File: config.mk
export PLATFORM = sky130hd
export DESIGN_NAME = life_automaton_row_step_top
export DESIGN_NICKNAME = d
export VERILOG_FILES = /design/src/rtl/core/lars_pkg.sv /design/src/rtl/core/lars_cell.sv /design/src/rtl/core/lars_outq.sv /design/src/rtl/core/life_automaton_row_step_top.sv
export SDC_FILE = /design/constraint.sdc
export NUM_CORES = 2
export LEC_CHECK = 0
export BUFFER_PORTS_ARGS = -buffer_cell sky130_fd_sc_hd__clkbuf_2
export CORE_UTILIZATION = 62
export DETAILED_ROUTE_END_ITERATION = 8
export PLACE_DENSITY = 0.8
export SETUP_SLACK_MARGIN = 0.1
export SYNTH_ARGS = -nofsm -noshare
export SYNTH_HDL_FRONTEND = slang
export SYNTH_SLANG_ARGS = --single-unit
export TNS_END_PERCENT = 50
File: constraint.sdc
create_clock -name clk -period 14.1 [get_ports clk]
set_input_delay 1.41 -clock clk [delete_from_list [all_inputs] [get_ports clk]]
set_output_delay 1.41 -clock clk [all_outputs]
set_load 0.05 [all_outputs]
File: src/rtl/core/lars_pkg.sv
package lars_pkg;

	// Fixed row width of the data path.
	localparam int ROW_W = 64;
	// Default number of column cells.
	localparam int MAX_COLUMNS_DEF = 64;
	// Width of the column-count register and its reset value.
	localparam int WIDTH_W = 7;
	localparam logic [WIDTH_W-1:0] WIDTH_RESET = 7'd64;
	// Result queue depth and its pointer and counter widths.
	localparam int Q_DEPTH = 4;
	localparam int Q_PTR_W = $clog2(Q_DEPTH);
	localparam int Q_CNT_W = $clog2(Q_DEPTH + 1);
	// Neighbor counts that decide the next state.
	localparam logic [3:0] BIRTH_COUNT = 4'd3;
	localparam logic [3:0] KEEP_COUNT = 4'd2;

	typedef logic [WIDTH_W-1:0] width_t;

	// Input word: one grid row and the end-of-grid flag.
	typedef struct packed {
		logic [ROW_W-1:0] row_cells;
		logic last_row;
	} in_word_t;

	// Output word: one next-generation row and the end-of-grid flag.
	typedef struct packed {
		logic [ROW_W-1:0] next_row;
		logic grid_done;
	} out_word_t;

	// Row-store control shared by all column cells.
	typedef struct packed {
		logic shift;
		logic clear;
	} cell_ctrl_t;

	// Column bits that a cell hands to its neighbors, already masked by column use.
	typedef struct packed {
		logic upper;
		logic centre;
		logic row;
	} nbr_t;

	// Queue write request: one or two words in a cycle.
	typedef struct packed {
		logic first;
		logic second;
	} push_t;

	// Next state of one cell from its own state and its eight neighbors.
	function automatic logic next_state(input logic alive, input logic [7:0] nbrs);
		logic [3:0] n;
		n = '0;
		for (int k = 0; k < 8; k++) begin
			n = n + 4'(nbrs[k]);
		end
		return (n == BIRTH_COUNT) || (alive && (n == KEEP_COUNT));
	endfunction

endpackage

File: src/rtl/core/lars_cell.sv
module lars_cell (
	input  logic                clk,
	input  logic                arst_n,
	input  lars_pkg::cell_ctrl_t ctrl,
	input  logic                use_col,
	input  logic                row_bit,
	input  lars_pkg::nbr_t      left,
	input  lars_pkg::nbr_t      right,
	output lars_pkg::nbr_t      own,
	output logic                res_mid,
	output logic                res_last
);

	logic upper_q;
	logic centre_q;
	logic up_m;
	logic ce_m;
	logic rw_m;

	// Columns beyond the width in use read as dead.
	assign up_m = upper_q & use_col;
	assign ce_m = centre_q & use_col;
	assign rw_m = row_bit & use_col;

	assign own.upper  = up_m;
	assign own.centre = ce_m;
	assign own.row    = rw_m;

	// Centre row's next generation, with the incoming row below it.
	assign res_mid = use_col & lars_pkg::next_state(ce_m,
		{left.upper, up_m, right.upper, left.centre, right.centre,
		 left.row, rw_m, right.row});

	// Incoming row's next generation as the last row, nothing below it.
	assign res_last = use_col & lars_pkg::next_state(rw_m,
		{left.centre, ce_m, right.centre, left.row, right.row, 3'b000});

	// Two-row store for this column: shift down on a row, clear at the end of a grid.
	always_ff @(posedge clk or negedge arst_n) begin
		if (!arst_n) begin
			upper_q  <= 1'b0;
			centre_q <= 1'b0;
		end else if (ctrl.clear) begin
			upper_q  <= 1'b0;
			centre_q <= 1'b0;
		end else if (ctrl.shift) begin
			upper_q  <= centre_q;
			centre_q <= rw_m;
		end
	end

endmodule

File: src/rtl/core/lars_outq.sv
module lars_outq (
	input  logic                 clk,
	input  logic                 arst_n,
	input  lars_pkg::push_t      push,
	input  lars_pkg::out_word_t  word0,
	input  lars_pkg::out_word_t  word1,
	output logic                 room,
	output logic                 out_valid,
	input  logic                 out_ready,
	output lars_pkg::out_word_t  out_data
);

	localparam int DEPTH = lars_pkg::Q_DEPTH;
	localparam int PTR_W = lars_pkg::Q_PTR_W;
	localparam int CNT_W = lars_pkg::Q_CNT_W;

	lars_pkg::out_word_t mem_q [DEPTH];
	logic [PTR_W-1:0] wr_ptr_q;
	logic [PTR_W-1:0] rd_ptr_q;
	logic [CNT_W-1:0] count_q;
	logic [CNT_W-1:0] push_n;
	logic pop;

	// Room for the two words that one input row can produce.
	assign room      = (count_q <= CNT_W'(DEPTH - 2));
	assign out_valid = (count_q != '0);
	assign out_data  = mem_q[rd_ptr_q];
	assign pop       = out_valid & out_ready;
	assign push_n    = CNT_W'(push.first) + CNT_W'(push.second);

	// Word storage, written at the write pointer and the one after it.
	always_ff @(posedge clk) begin
		if (push.first) begin
			mem_q[wr_ptr_q] <= word0;
		end
		if (push.second) begin
			mem_q[wr_ptr_q + PTR_W'(1)] <= word1;
		end
	end

	// Pointers and fill count.
	always_ff @(posedge clk or negedge arst_n) begin
		if (!arst_n) begin
			wr_ptr_q <= '0;
			rd_ptr_q <= '0;
			count_q  <= '0;
		end else begin
			wr_ptr_q <= wr_ptr_q + push_n[PTR_W-1:0];
			if (pop) begin
				rd_ptr_q <= rd_ptr_q + PTR_W'(1);
			end
			count_q <= count_q + push_n - CNT_W'(pop);
		end
	end

endmodule

File: src/rtl/core/life_automaton_row_step_top.sv
// Channel   Direction  Handshake              Word
// in        input      in_valid / in_ready    in_data   (row_cells, last_row)
// out       output     out_valid / out_ready  out_data  (next_row, grid_done)
// cfg       input      cfg_we                 cfg_wdata (grid_width)
//
// One row is accepted per cycle while in_ready is high; its results are queued at the
// same edge, and the first is shown on the next cycle if the queue was empty.
// A row flagged last yields two words when a centre row is held, else one word.
// The rate is set by the four-word result queue: in_ready is high while at least
// two words are free, and the column cells themselves take a row every cycle.
// Reset clears the stored rows, the queue and sets the width to 64; no clearing pass.
module life_automaton_row_step_top #(
	parameter int MAX_COLUMNS = lars_pkg::MAX_COLUMNS_DEF
) (
	input  logic                clk,
	input  logic                arst_n,
	input  logic                in_valid,
	output logic                in_ready,
	input  lars_pkg::in_word_t  in_data,
	output logic                out_valid,
	input  logic                out_ready,
	output lars_pkg::out_word_t out_data,
	input  logic                cfg_we,
	input  lars_pkg::width_t    cfg_wdata
);

	localparam int ROW_W = lars_pkg::ROW_W;

	lars_pkg::width_t    width_q;
	logic                held_q;
	logic                acc;
	lars_pkg::cell_ctrl_t ctrl;
	lars_pkg::push_t     push;
	lars_pkg::out_word_t word0;
	lars_pkg::out_word_t word1;
	lars_pkg::nbr_t      nb [MAX_COLUMNS+2];
	logic [ROW_W-1:0]    res_mid;
	logic [ROW_W-1:0]    res_last;
	logic [ROW_W-1:0]    use_col;

	// Column-count register.
	always_ff @(posedge clk or negedge arst_n) begin
		if (!arst_n) begin
			width_q <= lars_pkg::WIDTH_RESET;
		end else if (cfg_we) begin
			width_q <= cfg_wdata;
		end
	end

	// Whether a centre row is held for the current grid.
	always_ff @(posedge clk or negedge arst_n) begin
		if (!arst_n) begin
			held_q <= 1'b0;
		end else if (acc) begin
			held_q <= !in_data.last_row;
		end
	end

	assign acc        = in_valid & in_ready;
	assign ctrl.shift = acc & !in_data.last_row;
	assign ctrl.clear = acc & in_data.last_row;

	// Edges of the grid are dead.
	assign nb[0]             = '0;
	assign nb[MAX_COLUMNS+1] = '0;

	// One cell per column in the chain; columns past the cell count stay dead.
	for (genvar j = 0; j < ROW_W; j++) begin : g_col
		assign use_col[j] = (width_q > lars_pkg::width_t'(j));
		if (j < MAX_COLUMNS) begin : g_cell
			lars_cell u_cell (
				.clk      (clk),
				.arst_n   (arst_n),
				.ctrl     (ctrl),
				.use_col  (use_col[j]),
				.row_bit  (in_data.row_cells[j]),
				.left     (nb[j]),
				.right    (nb[j+2]),
				.own      (nb[j+1]),
				.res_mid  (res_mid[j]),
				.res_last (res_last[j])
			);
		end else begin : g_dead
			assign res_mid[j]  = 1'b0;
			assign res_last[j] = 1'b0;
		end
	end

	// A held grid yields the centre row's result, then on the last row the last row's.
	// Without a held row the stored rows are dead, so the last-row result is the answer.
	assign push.first  = acc & (held_q | in_data.last_row);
	assign push.second = acc & held_q & in_data.last_row;
	assign word0.next_row  = held_q ? res_mid : res_last;
	assign word0.grid_done = !held_q;
	assign word1.next_row  = res_last;
	assign word1.grid_done = 1'b1;

	lars_outq u_outq (
		.clk       (clk),
		.arst_n    (arst_n),
		.push      (push),
		.word0     (word0),
		.word1     (word1),
		.room      (in_ready),
		.out_valid (out_valid),
		.out_ready (out_ready),
		.out_data  (out_data)
	);

endmodule

==> metrics.yaml <==
vdd_ir_drop_max_v: 0.0001697
synth_cell_types: 86
cts_tree: "built"
cp-start-kind: "flip-flop"
synth_area_sq_mm: 0.03670
final_cell_mix: "inv_1, fa_1, nand2_1"
seqCellArea_sq_mm: 0.01136
io-pin-count: 144
drive_gt1_share_pct: 10.46
ys_top_cells_by_area: "edfxtp_1, fa_1, ha_1, dfrtp_1, inv_1"
worst_ep_required_time_ns: 14.40
worstSetupPathType: "reg2reg"
synth_ff_type: "edfxtp_1"
fin_tns_setup_ns: 0
syn2layout_area_growth_pct: 8.015
wl_per_cell_microns: 24.00
root_buffer: "clkbuf_16"
async_flop_share_pct: 35.48
mostFrequentLayoutCell: "inv_1"
fillers: 4308
synth_nets: 4310
htreeDepth: 2
ctsResizeCount: 0
grt_pass1_wl_mm: 164.3
rsz0062_at_grt: "no"
clockBufferDepth: 3
dr_total_vias: 28400
yosysWarnings: 0
grt_max_degree: 77
worst_slew_pin_slew_ns: 1.183
via_per_inst: 6.427
skew_ns: 0.02088
max_cap_violations: 0
grt.total_usage_pct: 36.06
power.density_mw_per_mm2: 193.2
fin_crit_sh_pct: 42.91
antenna_found_initial: 1
start_util_pct: 63.13
rows: 88
coreArea_sq_mm: 0.05814
ant_nets: 0
yosysTopAreaCell: "edfxtp_1"
die_h_microns: 245.3
maxSlewViolCount: 0
die_x_microns: 245.3
outcome: "finished clean"
dieArea_sq_mm: 0.06017
finalSetupViolCount: 0
utilization_pct: 68.19
io_buffer_count: 143
dr.first_iter.drc_count: 3295
grt_pass1_vias: 29120
p_leak_nw: 18.89
postCtsSetupRepairBufs: 0
endpoint_kind: "flip-flop"
drcViolationCount: 0
crit_arrival_ns: 6.36
cts.sinks: 403
clkSlewWorstSetupHoldPaths_ns: 0.06
yosysSeqAreaShare_pct: 30.92
worst-path-max-fanout: 23
wirelength_mm: 106.0
gp_congestion: 0.9529
post-route-min-period_ns: 6.051
synth_edf_count: 256
drt_first_pass_iters: 6
overflow: 0
worstHoldPathType: "reg2reg"
hold_viol_final: 0
multi_input_area_sq_mm: 0.02225
synth.avg_cell_area_sq_um: 10.40
hold_buffers: 0
post-dp-hpwl_mm: 73.10
ys_ff_latch: 403
synth_top_area_share_pct: 20.94
fmax_ghz: 0.1653
clock_latency_ns: 0.60
synthCells: 3530
numCtsBuffers: 46
max_slew_margin_pct: 21.16
final_nets: 4395
[worst max-delay path: stages (launching register included)]
cell and delay (ns):
dfrtp_1 0.62, nor3_2 0.98, o21ai_0 0.58, and2_1 0.46
ha_1 0.37, fa_1 0.53, inv_1 0.06, fa_1 0.45
fa_1 0.43, fa_1 0.41, nor2b_1 0.15, a31oi_1 0.15
nor4b_1 0.07, o21ai_0 0.35, o22ai_1 0.15
[report_power, final]
part	total (mW)	switching [mW]	internal [mW]
clock network	1.24	0.524	0.718
registers	1.81	0.248	1.56
logic	4.61	3.01	1.60
[state kept, by name, summed over array words and instances, names as in the netlist]
| register | flops |
|---|---|
| g_col.g_cell.u_cell.centre_q | 64 |
| u_outq.mem_q | 260 |
| u_outq.count_q | 3 |
| u_outq.wr_ptr_q | 2 |
| u_outq.rd_ptr_q | 2 |
| g_col.g_cell.u_cell.upper_q | 64 |
| width_q | 7 |
| held_q | 1 |
[layout make-up]
type | instances | share of cell area (%)
Multi-Input combinational cell | 2302 | 56.13
Sequential cell | 403 | 28.65
Inverter | 682 | 6.457
Clock buffer | 63 | 3.276
Timing Repair Buffer | 180 | 2.522
Tap cell | 765 | 2.414
Clock inverter | 23 | 0.5460
Antenna cell | 1 | 0.006312
[metal layers]
metal	vias to the layer above	share of wire, %	track usage [%]
met5	-	0	0
met4	0	6.1	20.07
met3	430	12	6.952
met2	1799	46	56.89
met1	13980	36	47.08
li1	12200	-	-
[cell usage after synthesis (62+ instances only)]
library cell	count
dfrtp_1	142
o21ai_0	92
nand2_1	347
nor2b_1	62
inv_1	679
o22ai_1	155
edfxtp_1	256
and2_1	69
ha_1	324
nor2_1	174
mux4_2	65
fa_1	379
clkbuf_1	69
a22o_1	70
[kinds of logic after synthesis]
| logic type | Yosys count | share of synthesized area, % |
|---|---|---|
| AND/OR/NAND/NOR | 886 | 12.23 |
| XOR/XNOR | 7 | 0.1670 |
| buffers and inverters | 825 | 8.727 |
| adder cells (fa/ha/maj) | 703 | 31.72 |
| flip-flops | 403 | 30.92 |
| multiplexers | 95 | 4.837 |
| AO/OA/AOI/OAI | 611 | 11.40 |
[worst paths after layout]
| check | start | endpoint | slack, ns | cells past startpoint |
|---|---|---|---|---|
| max | width_q[2] | u_outq.mem_q[1][8] | 8.05 | 14 |
| min | g_col[51].g_cell.u_cell.upper_q | g_col[51].g_cell.u_cell.upper_q | 0.47 | 2 |
| max reg2reg | width_q[2] | u_outq.mem_q[1][8] | 8.05 | 14 |
| min reg2reg | g_col[51].g_cell.u_cell.upper_q | g_col[51].g_cell.u_cell.upper_q | 0.47 | 2 |
| max in group asynchronous | arst_n | u_outq.rd_ptr_q[1] | 11.94 | 2 |
| min in group asynchronous | arst_n | g_col[16].g_cell.u_cell.upper_q | 0.78 | 1 |
[stage by stage]
| stage | cells | cell area [sq um] | total power [mW] | hold slack, ns | worst slack [ns] |
|---|---|---|---|---|---|
| 2_1_floorplan | 3530 | 36700 | 5.109 | 0.4386 | 9.070 |
| 3_3_place_gp | 4332 | 38130 | 6.145 | 0.4487 | 8.431 |
| 3_5_place_dp | 4332 | 38130 | 6.355 | 0.4551 | 8.321 |
| 4_1_cts | 4418 | 39640 | 7.621 | 0.4683 | 8.228 |
| 5_1_grt | 4418 | 39640 | 8.229 | 0.4889 | 7.783 |
| 6_report | 4419 | 39640 | 7.660 | 0.4685 | 8.049 |
No activity file was read; power rests on OpenSTA's default activity.
